File: src/rtl/utf8v_pkg.sv
// ----------------------------------------------------------------------------
// utf8v_pkg
// Types, constants and helpers shared by the UTF-8 CJK text validator.
// ----------------------------------------------------------------------------
`default_nettype none

package utf8v_pkg;

   localparam int QUEUE_DEPTH = 2;

   localparam int          CHAR_COUNT_W = 4;
   localparam int          CODEPOINT_W  = 21;
   localparam logic [3:0]  CNT_MAX      = 4'd15;
   localparam logic [3:0]  MIN_CHARS_RESET = 4'd2;
   localparam logic [3:0]  MAX_CHARS_RESET = 4'd8;

   // Register indexes of the configuration port
   localparam logic CSR_MIN_CHARS = 1'b0;
   localparam logic CSR_MAX_CHARS = 1'b1;

   typedef enum logic [1:0] {
      STATUS_OK         = 2'd0,
      STATUS_BAD_UTF8   = 2'd1,
      STATUS_BAD_LENGTH = 2'd2,
      STATUS_FOREIGN    = 2'd3
   } status_type;

   typedef enum logic [2:0] {
      BYTE_ASCII,
      BYTE_LEAD2,
      BYTE_LEAD3,
      BYTE_LEAD4,
      BYTE_CONT,
      BYTE_INVALID
   } byte_class_type;

   typedef struct packed {
      logic [7:0] text_byte;
      logic       last_byte;
   } req_item_type;

   typedef struct packed {
      status_type       status;
      logic [3:0]       char_count;
   } rsp_item_type;

   // Classified byte: class, payload bits already masked, end-of-text flag
   typedef struct packed {
      byte_class_type cls;
      logic [6:0]     bits;
      logic           last;
   } entry_type;

   typedef struct packed {
      logic      valid;
      entry_type entry;
   } slot_type;

   function automatic logic in_cjk(input logic [CODEPOINT_W-1:0] cp);
      in_cjk = (cp >= 21'h03400 && cp <= 21'h04DBF) ||
               (cp >= 21'h04E00 && cp <= 21'h09FFF) ||
               (cp >= 21'h0F900 && cp <= 21'h0FAFF) ||
               (cp >= 21'h20000 && cp <= 21'h2EBEF);
   endfunction

endpackage

`default_nettype wire

File: src/rtl/utf8v_front.sv
// ----------------------------------------------------------------------------
// utf8v_front
// Classifies one incoming byte as ASCII, lead, continuation or invalid and
// strips the marker bits.
// ----------------------------------------------------------------------------
`default_nettype none

module utf8v_front (
   input  utf8v_pkg::req_item_type item,
   output utf8v_pkg::entry_type    entry
);
   import utf8v_pkg::*;

   always_comb begin
      entry.last = item.last_byte;
      entry.bits = 7'd0;
      if (item.text_byte inside {[8'h00:8'h7F]}) begin
         entry.cls  = BYTE_ASCII;
         entry.bits = item.text_byte[6:0];
      end else if (item.text_byte inside {[8'h80:8'hBF]}) begin
         entry.cls  = BYTE_CONT;
         entry.bits = {1'b0, item.text_byte[5:0]};
      end else if (item.text_byte inside {[8'hC0:8'hDF]}) begin
         entry.cls  = BYTE_LEAD2;
         entry.bits = {2'b00, item.text_byte[4:0]};
      end else if (item.text_byte inside {[8'hE0:8'hEF]}) begin
         entry.cls  = BYTE_LEAD3;
         entry.bits = {3'b000, item.text_byte[3:0]};
      end else if (item.text_byte inside {[8'hF0:8'hF7]}) begin
         entry.cls  = BYTE_LEAD4;
         entry.bits = {4'b0000, item.text_byte[2:0]};
      end else begin
         entry.cls  = BYTE_INVALID;
      end
   end

endmodule

`default_nettype wire

File: src/rtl/utf8v_queue.sv
// ----------------------------------------------------------------------------
// utf8v_queue
// Small FIFO of classified bytes between the front and back ends.
// ----------------------------------------------------------------------------
`default_nettype none

module utf8v_queue #(
   parameter int DEPTH = utf8v_pkg::QUEUE_DEPTH
) (
   input  wire                  clock,
   input  wire                  reset,
   input  wire                  push,
   input  utf8v_pkg::entry_type push_entry,
   input  wire                  pop,
   output utf8v_pkg::slot_type  head,
   output logic                 full
);
   import utf8v_pkg::*;

   localparam int PTR_W = (DEPTH > 1) ? $clog2(DEPTH) : 1;
   localparam int CNT_W = $clog2(DEPTH + 1);

   entry_type          entries_ff [DEPTH];
   logic [PTR_W-1:0]   head_ff, head_in;
   logic [PTR_W-1:0]   tail_ff, tail_in;
   logic [CNT_W-1:0]   fill_ff, fill_in;

   always_comb begin
      head_in = head_ff;
      tail_in = tail_ff;
      fill_in = fill_ff;
      if (pop) begin
         head_in = (head_ff == PTR_W'(DEPTH - 1)) ? '0 : head_ff + 1'b1;
      end
      if (push) begin
         tail_in = (tail_ff == PTR_W'(DEPTH - 1)) ? '0 : tail_ff + 1'b1;
      end
      if (push && !pop) begin
         fill_in = fill_ff + 1'b1;
      end else if (pop && !push) begin
         fill_in = fill_ff - 1'b1;
      end
   end

   always_ff @(posedge clock) begin
      if (reset) begin
         head_ff <= '0;
         tail_ff <= '0;
         fill_ff <= '0;
      end else begin
         head_ff <= head_in;
         tail_ff <= tail_in;
         fill_ff <= fill_in;
      end
   end

   always_ff @(posedge clock) begin
      if (push) begin
         entries_ff[tail_ff] <= push_entry;
      end
   end

   assign full       = (fill_ff == CNT_W'(DEPTH));
   assign head.valid = (fill_ff != '0);
   assign head.entry = entries_ff[head_ff];

   a_no_overflow: assert property (@(posedge clock) disable iff (reset)
      push |-> (!full || pop))
      else $error("queue push while full");

   a_no_underflow: assert property (@(posedge clock) disable iff (reset)
      pop |-> head.valid)
      else $error("queue pop while empty");

   a_fill_bound: assert property (@(posedge clock) disable iff (reset)
      fill_ff <= CNT_W'(DEPTH))
      else $error("queue fill count beyond depth");

endmodule

`default_nettype wire

File: src/rtl/utf8v_back.sv
// ----------------------------------------------------------------------------
// utf8v_back
// Decode state, character count, limit registers and the result register.
// ----------------------------------------------------------------------------
`default_nettype none

module utf8v_back (
   input  wire                     clock,
   input  wire                     reset,
   input  utf8v_pkg::slot_type     head,
   output logic                    pop,
   input  wire                     csr_write_enable,
   input  wire                     csr_index,
   input  wire [3:0]               csr_write_data,
   output logic                    rsp_valid,
   input  wire                     rsp_stall,
   output utf8v_pkg::rsp_item_type rsp_payload
);
   import utf8v_pkg::*;

   logic [1:0]              pending_ff, pending_in;
   logic [CODEPOINT_W-1:0]  partial_ff, partial_in;
   logic [3:0]              count_ff, count_in;
   logic                    bad_ff, bad_in;
   logic                    foreign_ff, foreign_in;
   logic [3:0]              min_ff, max_ff;
   logic                    rsp_valid_ff;
   rsp_item_type            rsp_item_ff, rsp_item_in;

   // Take an item unless it closes a text and the result register is still full
   assign pop = head.valid && (!head.entry.last || !rsp_valid_ff || !rsp_stall);

   always_comb begin
      logic [CODEPOINT_W-1:0] shifted;
      logic [CODEPOINT_W-1:0] cp;
      logic                   char_done;

      pending_in = pending_ff;
      partial_in = partial_ff;
      count_in   = count_ff;
      bad_in     = bad_ff;
      foreign_in = foreign_ff;
      char_done  = 1'b0;
      cp         = '0;
      shifted    = {partial_ff[CODEPOINT_W-7:0], head.entry.bits[5:0]};

      if (!bad_ff) begin
         if (pending_ff == 2'd0) begin
            case (head.entry.cls)
               BYTE_ASCII: begin
                  char_done = 1'b1;
                  cp        = {14'd0, head.entry.bits};
               end
               BYTE_LEAD2: begin
                  partial_in = {14'd0, head.entry.bits};
                  pending_in = 2'd1;
               end
               BYTE_LEAD3: begin
                  partial_in = {14'd0, head.entry.bits};
                  pending_in = 2'd2;
               end
               BYTE_LEAD4: begin
                  partial_in = {14'd0, head.entry.bits};
                  pending_in = 2'd3;
               end
               default: begin
                  bad_in = 1'b1;
               end
            endcase
         end else if (head.entry.cls == BYTE_CONT) begin
            pending_in = pending_ff - 2'd1;
            if (pending_ff == 2'd1) begin
               char_done  = 1'b1;
               cp         = shifted;
               partial_in = '0;
            end else begin
               partial_in = shifted;
            end
         end else begin
            bad_in = 1'b1;
         end
      end

      if (char_done) begin
         if (count_ff != CNT_MAX) begin
            count_in = count_ff + 4'd1;
         end
         if (!in_cjk(cp)) begin
            foreign_in = 1'b1;
         end
      end

      rsp_item_in.char_count = count_in;
      if (bad_in || pending_in != 2'd0) begin
         rsp_item_in.status = STATUS_BAD_UTF8;
      end else if (count_in < min_ff || count_in > max_ff) begin
         rsp_item_in.status = STATUS_BAD_LENGTH;
      end else if (foreign_in) begin
         rsp_item_in.status = STATUS_FOREIGN;
      end else begin
         rsp_item_in.status = STATUS_OK;
      end
   end

   always_ff @(posedge clock) begin
      if (reset) begin
         pending_ff <= '0;
         partial_ff <= '0;
         count_ff   <= '0;
         bad_ff     <= 1'b0;
         foreign_ff <= 1'b0;
      end else if (pop) begin
         if (head.entry.last) begin
            // End of text: clear for the next one
            pending_ff <= '0;
            partial_ff <= '0;
            count_ff   <= '0;
            bad_ff     <= 1'b0;
            foreign_ff <= 1'b0;
         end else begin
            pending_ff <= pending_in;
            partial_ff <= partial_in;
            count_ff   <= count_in;
            bad_ff     <= bad_in;
            foreign_ff <= foreign_in;
         end
      end
   end

   always_ff @(posedge clock) begin
      if (reset) begin
         min_ff <= MIN_CHARS_RESET;
         max_ff <= MAX_CHARS_RESET;
      end else if (csr_write_enable) begin
         if (csr_index == CSR_MIN_CHARS) begin
            min_ff <= csr_write_data;
         end
         if (csr_index == CSR_MAX_CHARS) begin
            max_ff <= csr_write_data;
         end
      end
   end

   always_ff @(posedge clock) begin
      if (reset) begin
         rsp_valid_ff <= 1'b0;
      end else if (pop && head.entry.last) begin
         rsp_valid_ff <= 1'b1;
      end else if (!rsp_stall) begin
         rsp_valid_ff <= 1'b0;
      end
   end

   always_ff @(posedge clock) begin
      if (pop && head.entry.last) begin
         rsp_item_ff <= rsp_item_in;
      end
   end

   assign rsp_valid   = rsp_valid_ff;
   assign rsp_payload = rsp_item_ff;

   a_clear_after_last: assert property (@(posedge clock) disable iff (reset)
      (pop && head.entry.last) |=>
         (pending_ff == 2'd0 && count_ff == 4'd0 && !bad_ff && !foreign_ff))
      else $error("state not cleared after end of text");

   a_count_saturates: assert property (@(posedge clock) disable iff (reset)
      (count_ff == CNT_MAX && !(pop && head.entry.last)) |=> count_ff == CNT_MAX)
      else $error("saturated character count changed");

   a_no_result_overwrite: assert property (@(posedge clock) disable iff (reset)
      (rsp_valid_ff && rsp_stall) |-> !(pop && head.entry.last))
      else $error("result overwritten while stalled");

endmodule

`default_nettype wire

File: src/rtl/utf8_cjk_text_validator_core.sv
// ----------------------------------------------------------------------------
// utf8_cjk_text_validator_core
// UTF-8 decoder and CJK ideograph text validator, one byte per item.
// ----------------------------------------------------------------------------
// The block takes a text one byte per cycle, with last_byte set on its final
// byte, and answers each text with one result: status (ok, bad UTF-8, length
// outside min_chars..max_chars, or a character outside the CJK ideograph
// ranges) and the character count, saturating at 15. It sustains one byte per
// clock while req_stall is low; the limit is the decode-state update in the
// back end. An accepted byte is written into the queue and decoded from its
// head; for a final byte the result is registered in the register that drives
// rsp_valid and rsp_payload. A two-entry queue between the byte classifier and
// the decoder keeps bytes flowing while a result waits on rsp_stall; req_stall
// rises only once the next final byte sits at the head of the queue and the
// queue has filled behind it. Overlong encodings pass.
// Write min_chars (index 0) and max_chars (index 1) only while idle.
`default_nettype none

module utf8_cjk_text_validator_core #(
   parameter int QUEUE_DEPTH = utf8v_pkg::QUEUE_DEPTH
) (
   input  wire                     clock,
   input  wire                     reset,
   input  wire                     req_valid,
   output logic                    req_stall,
   input  utf8v_pkg::req_item_type req_payload,
   output logic                    rsp_valid,
   input  wire                     rsp_stall,
   output utf8v_pkg::rsp_item_type rsp_payload,
   input  wire                     csr_write_enable,
   input  wire                     csr_index,
   input  wire [3:0]               csr_write_data
);
   import utf8v_pkg::*;

   entry_type  front_entry;
   slot_type   queue_head;
   logic       queue_full;
   logic       push;
   logic       pop;

   assign req_stall = queue_full;
   assign push      = req_valid && !queue_full;

   utf8v_front u_front (
      .item  (req_payload),
      .entry (front_entry)
   );

   utf8v_queue #(
      .DEPTH (QUEUE_DEPTH)
   ) u_queue (
      .clock      (clock),
      .reset      (reset),
      .push       (push),
      .push_entry (front_entry),
      .pop        (pop),
      .head       (queue_head),
      .full       (queue_full)
   );

   utf8v_back u_back (
      .clock            (clock),
      .reset            (reset),
      .head             (queue_head),
      .pop              (pop),
      .csr_write_enable (csr_write_enable),
      .csr_index        (csr_index),
      .csr_write_data   (csr_write_data),
      .rsp_valid        (rsp_valid),
      .rsp_stall        (rsp_stall),
      .rsp_payload      (rsp_payload)
   );

endmodule

`default_nettype wire

File: config.mk
export PLATFORM = sky130hd
export DESIGN_NAME = utf8_cjk_text_validator_core
export DESIGN_NICKNAME = d
export VERILOG_FILES = /design/src/rtl/utf8v_pkg.sv /design/src/rtl/utf8v_front.sv /design/src/rtl/utf8v_queue.sv /design/src/rtl/utf8v_back.sv /design/src/rtl/utf8_cjk_text_validator_core.sv
export SDC_FILE = /design/constraint.sdc
export NUM_CORES = 1
export LEC_CHECK = 0
export BUFFER_PORTS_ARGS = -buffer_cell sky130_fd_sc_hd__buf_2
export CORE_MARGIN = 2
export CORE_UTILIZATION = 54
export CTS_CLUSTER_SIZE = 20
export DETAILED_ROUTE_END_ITERATION = 8
export PLACE_DENSITY = 0.79
export SLEW_MARGIN = 40
export SYNTH_ARGS = -nofsm -noshare
export SYNTH_HDL_FRONTEND = slang
export SYNTH_SLANG_ARGS = --single-unit
File: constraint.sdc
create_clock -name clock -period 3.4 [get_ports clock]
set_input_delay 0.68 -clock clock [delete_from_list [all_inputs] [get_ports clock]]
set_output_delay 0.68 -clock clock [all_outputs]
set_load 0.05 [all_outputs]
# After elaboration in Yosys (flattened, before gate mapping)
# Memories as Yosys holds them, arrays and structs flattened. A register that Yosys moved wholly into a read port is not among the register bits.
# Cells that the tools add are included.
# word_totals
reg_bits	42
ramBits	22
input_bits	19
out_inout_bits	8
wordCells	139
n_memories	1
# memory_table
name	words	width	rd	rd_ports_with_merged_regs	write_ports	line_no	source
u_queue.entries_ff	2	11	1	1	1	utf8v_queue.sv:23	entry_type entries_ff [DEPTH];
# op_classes
n_addsub	6
order_cmp	20
n_eq_ne	10
muxes	50
n_bitwise	1
reduce_logical	38
# op_table
operator	n
$mux 15	6
$mux 21	4
$le 21x16->1 const B	2
$mux 10	4
$ge 8x8->1 const B	4
$le 8x8->1 const B	4
$ge 21x14->1 const B	1
$ge 21x15->1 const B	1
$ge 21x16->1 const B	1
$ge 21x18->1 const B	1
$le 21x15->1 const B	1
$le 21x18->1 const B	1
$mux 1	21
$mux 2	8
$logic_and 1x1->1	14
$mux 4	3
$ge 8x1->1 const B	1
$le 8x7->1 const B	1
$logic_or 1x1->1	7
$mux 7	1
$eq 3x2->1 const B	2
$logic_not 1->1	6
$mux 3	2
$pmux 2 s3	1
other kinds (22)	28

# Depth between registers and ports, before layout
# depth
depth_word	14
mapped_depth	16
mapped_depth_nobuf	15

# Hierarchy
# A second synthesis with hierarchy kept.
# hier_totals
cells_unflattened	333
area_unflattened_um2	3355.7
# by_module_without_submodules
mod	instances	cells_each	area_each_um2	seq_area_each_um2
utf8v_back	1	259	2232.1	820.8
utf8v_queue	1	56	999.7	760.7
utf8v_front	1	17	110.1	0.0
utf8_cjk_text_validator_core	1	1	13.8	0.0

# Least setup slack after synthesis
# No wires, ideal clock.
# synth_path
kind	flip-flop to flip-flop
startpoint	reg u_back.pending_ff[0]
endpoint	reg u_back.rsp_item_ff (netlist bit u_back.rsp_payload[5]) (data pin)
setup_ns	0.259
arrival_ns	3.014
required_ns	3.141
slack_ns	0.127
path_stages_with_launch	16
path_buffers	1
synth_period_minus_slack_ns	3.273
cell_sequence	dfxtp_1 > inv_1 > ha_1 > buf_6 > and2b_1 > mux2i_1 > a311oi_2 > mux2_2 > ha_1 > nor2b_1 > o21ai_0 > nand2b_1 > a21oi_1 > a41o_1 > o211ai_1 > o31a_1
# synth_between
word_cells_on_any_way	42
cone_classes	1 x add/sub; 10 x order compare; 1 x eq/ne; 19 x mux; 11 x reduce/logical
# synth_lines
element	line_no	source
start: declaration	utf8v_back.sv:21	logic [1:0] pending_ff, pending_in;
start signal: assignment	utf8v_back.sv:121	pending_ff <= pending_in;
$eq 2x1->1	utf8v_back.sv:72	if (pending_ff == 2'd1) begin
$mux 1	utf8v_back.sv:72	
$mux 1	utf8v_back.sv:70	end else if (head.entry.cls == BYTE_CONT) begin
$mux 1 (*)	utf8v_back.sv:48	if (pending_ff == 2'd0) begin
$mux 1 (*)	utf8v_back.sv:47	if (!bad_ff) begin
$mux 4 (*)	utf8v_back.sv:84	if (char_done) begin
net u_back.count_in[1]	utf8v_back.sv:23	logic [3:0] count_ff, count_in;
$lt 4x4->1 or $gt 4x4->1 (tied branches)	utf8v_back.sv:96	end else if (count_in < min_ff || count_in > max_ff) begin
$logic_or 1x1->1 (*)	utf8v_back.sv:96	
$mux 2 (*)	utf8v_back.sv:96	
end signal: assignment	utf8v_back.sv:156	rsp_item_ff <= rsp_item_in;
end: declaration	utf8v_back.sv:28	rsp_item_type rsp_item_ff, rsp_item_in;
# The timed path passes the listed nets; every way through them passes the cells marked *.
# A chain may end at the register's enable or synchronous reset.

==> results.md <==
* Status: complete, no violations
* Antenna diode count at 0
* Synthesized instance count at approximately 360
* Switching Share at 0.3965
* Largest net degree at the start of global routing at 39
* Cell type with the largest total area after synthesis: edfxtp_1
* Maxcap violations at 0
* Via-per-instance ratio at 5.960
* Post-Syn Area at 0.003437 mm^2
* Share of synthesized flip-flops with an asynchronous set or reset at 0
* Post-layout instance area at approximately 0.0038 mm^2
* DRT antenna net count at 0
* Dominant register cell in the synthesized netlist: dfxtp_1
* Seq pwr share at 0.401
* CTS Hold Buffers Added at 0
* Cell depth of the worst flop-to-flop path at 12
* Global-route wire length before repair at 12.30 mm
* Final worst path period need at between 3 and 4 ns
* Num Clock Sinks at 65
* Post-route insts no fill at 471
* Placed cell area at about 0.0036 mm^2
* Vias in the first global route at between 2k and 3k
* Ports placed on the boundary at 27
* Number of buffers on the longest clock path at 2
* Detailed-route wire length per cell at around 15 um
* Total detailed-routing wirelength at between 7 and 8 mm
* Die Ht at between 80 and 90 um
* Remaining global-route overflow at 0
* Drt drc at 0
* Clock slew at the register clock pins of the worst setup and hold paths at 0.07 ns
* Critical path capture point type: flip-flop
* Unique masters post-synth at 60
* Mean cell area of the mapped netlist at slightly below 10 um^2
* Post-synth EDFFs at 28
* Clock tree root buffer cell: clkbuf_8
* Share of cells above drive strength 1 at 0.1599
* Number of pins with negative max-slew slack in the final report at 0
* Element type at the critical path start: flip-flop
* H-Tree Depth at 3
* Peak clock frequency supported by timing at 310.3 MHz
* Post-DP HPWL at ~5.2 mm
* Vias at between 2k and 3k
* TritonCTS clock tree: built
* Die Outline Area at around 0.007 mm^2
* Area share of the largest cell type after synthesis at 0.2446
* Tightest Pin Transition at ~0.7 ns
* Cell-internal power at 1.636 mW
* Antenna violations before repair at 0
* Maximum ir drop on the vdd rail at 535.0 uV
* FF/Latch Area at around 0.0016 mm^2
* Worst slew margin at 0.5182
* Final core utilization at 0.6133
* Clock latency of the later-clocked register in the worst-skew pair at 0.34 ns
* Final hold vios at 0
* Critical path start-end classification: reg -> reg
* Final setup skew at roughly 0.0083 ns
* Port Buf Inserts at 26
* Layout overhead on the synthesized area at 11.36%
* Leakage power at roughly 1.4 nW
* Power per cell area at about 700 mW/mm^2
* Effective utilization at floorplan at 0.5507
* Data arrival time of the critical path at about 3.3 ns
* Fill cells at 530
* Post-Syn Nets at approximately 390
* Portion of total power attributed to the clock network at 0.206
* Standard-cell row count at 29
* Sequential fraction of the synthesis area at 0.4601
* Final Setup Violations at 0
* Tcrit/Tclk final at 0.9478
* Total placed cells including tap cells at about 450
* Global placement routability congestion at 0.9947
* Drt first-iter violations at ~180
* Part of the power in combinational logic at 0.393
* Data required time of the worst path at ~3.5 ns
* Hold Path Stages at 2
* CORE AREA at around 0.0062 mm^2
* Largest cells by area after synthesis: edfxtp_1 24%, dfxtp_1 22%, a21oi_1 4.7%, ha_1 4.4%, nor2_1 3.8%
* Number of synthesized register bits at 65
* Overall die width at roughly 84 um
* Total routing usage reported by global routing at 0.2191
* NetSw at around 1.1 mW
* Largest fanout of any net on the critical path at 7
* Initial DRT Pass Iterations at 5
* Fin nets at 420
* Worst hold path class: reg -> reg
* Number of buffers added by the clock tree synthesis step at 9
* Hold path startpoint: u_back.max_ff[1]
* Area taken by multi-input logic gates at 0.001737 mm^2
* Number of warnings printed during yosys synthesis at 0
-- metal layers --
| metal | share of wire | GRT usage |
|---|---|---|
| met5 | 0 | 0 |
| met3 | 0.066 | 0.04946 |
| met4 | 0.022 | 0.09238 |
| met2 | 0.45 | 0.3411 |
| met1 | 0.46 | 0.2956 |
-- final cells by class --
cell class	instances	area share
sequential	65	0.4135
clock inverter	3	0.004250
inverter	15	0.01471
multi-input combinational	264	0.4537
clock buffer	13	0.03890
timing repair buffer	34	0.04969
tap	77	0.02517
-- state kept, by name, indices dropped and copies added, names as in the netlist, named ones only --
name and count:
u_back.rsp_payload 6, u_back.count_ff 4, u_queue.entries_ff 22, u_back.max_ff 4, u_queue.tail_ff 1, u_back.rsp_valid 1
u_queue.fill_ff 2, u_back.bad_ff 1, u_back.partial_ff 15, u_back.foreign_ff 1, u_back.pending_ff 2, u_queue.head_ff 1
u_back.min_ff 4
-- cells in the final DEF (no fill, tap or decap), types with 3 or more instances in the layout --
master / synthesis / layout
o21ai_0: 12 / 12
mux2_2: 6 / 6
and4b_1: 3 / 3
xor2_1: 6 / 6
nor3_1: 10 / 9
and3_1: 5 / 5
a211o_1: 3 / 3
mux2i_1: 11 / 11
or3_1: 9 / 9
buf_2: 3 / 26
nor2b_1: 10 / 10
nor2_1: 35 / 34
a22oi_1: 5 / 5
clkbuf_8: 0 / 10
dfxtp_1: 37 / 36
o211ai_1: 3 / 3
nand2_1: 27 / 27
nand4_1: 3 / 3
clkbuf_1: 7 / 3
nand2b_1: 6 / 6
nor3b_1: 5 / 4
and2_1: 3 / 3
edfxtp_1: 28 / 28
ha_1: 12 / 12
buf_4: 1 / 8
nand3_1: 16 / 16
inv_1: 15 / 15
a31oi_1: 4 / 4
a21oi_1: 32 / 32
-- cells in the mapped netlist (4+ instances only) --
master	number
dfxtp_1	37
a21oi_1	32
and3_1	5
mux2_2	6
xor2_1	6
inv_1	15
clkbuf_1	7
ha_1	12
or3_1	9
mux2i_1	11
nor3_1	10
nand2b_1	6
nand3_1	16
nor2_1	35
a31oi_1	4
o21ai_0	12
nor2b_1	10
nand2_1	27
edfxtp_1	28
a22oi_1	5
nor3b_1	5
-- kinds of logic (layout without fill, tap and decap cells) --
kind of cell / after synthesis / after routing / share of synthesized area
xor+xnor: 6 / 6 / 0.01529
buf+inv: 29 / 65 / 0.03822
simple gates: 149 / 149 / 0.2425
compound gates: 80 / 80 / 0.1485
flops: 65 / 65 / 0.4601
mux: 17 / 17 / 0.05169
fa+ha+maj: 12 / 12 / 0.04368
-- critical path, stage by stage, from the launching register on --
cell and delay [ns]:
dfxtp_1 0.43, mux2_2 0.43, mux2i_1 0.16, a311oi_2 0.26, mux2_2 0.41, ha_1 0.30, nor2b_1 0.13, o21ai_0 0.13
nand2b_1 0.07, a21oi_1 0.15, a41o_1 0.11, o211ai_1 0.12, o31a_1 0.26
-- final timing paths --
| kind | to | slack (ns) |
|---|---|---|
| max | u_back.rsp_payload[5] | 0.18 |
| min | u_back.max_ff[1] | 0.46 |
| max reg2reg | u_back.rsp_payload[5] | 0.18 |
| min reg2reg | u_back.max_ff[1] | 0.46 |
-- metrics by stage --
stage / hold slack (ns) / TNS (ns) / setup slack [ns] / power (mW)
floorplan: 0.4354 / 0 / 0.1275 / 1.890
global placement: 0.4466 / 0 / 0.2200 / 2.115
detailed placement: 0.4498 / 0 / 0.1374 / 2.144
CTS: 0.4597 / 0 / 0.1133 / 2.704
finish: 0.4584 / 0 / 0.1774 / 2.711
global route: 0.4913 / -0.001264 / -0.001264 / 2.883
-- timing repair --
item                                    in CTS  in global routing
resized for setup                            0                  2
buffers inserted                             0                  1
endpoints found under the setup margin       0                  1
-- power by group through the flow --
stage               clock network [mW]  registers (mW)  logic (mW)
CTS                              0.570            1.09        1.05
global placement                     0            1.10        1.02
global route                     0.601            1.11        1.17
finish                           0.559            1.09        1.06
floorplan                            0            1.14       0.749
detailed placement                   0            1.10        1.04
Note: power is estimated with default switching activity, not from simulation.
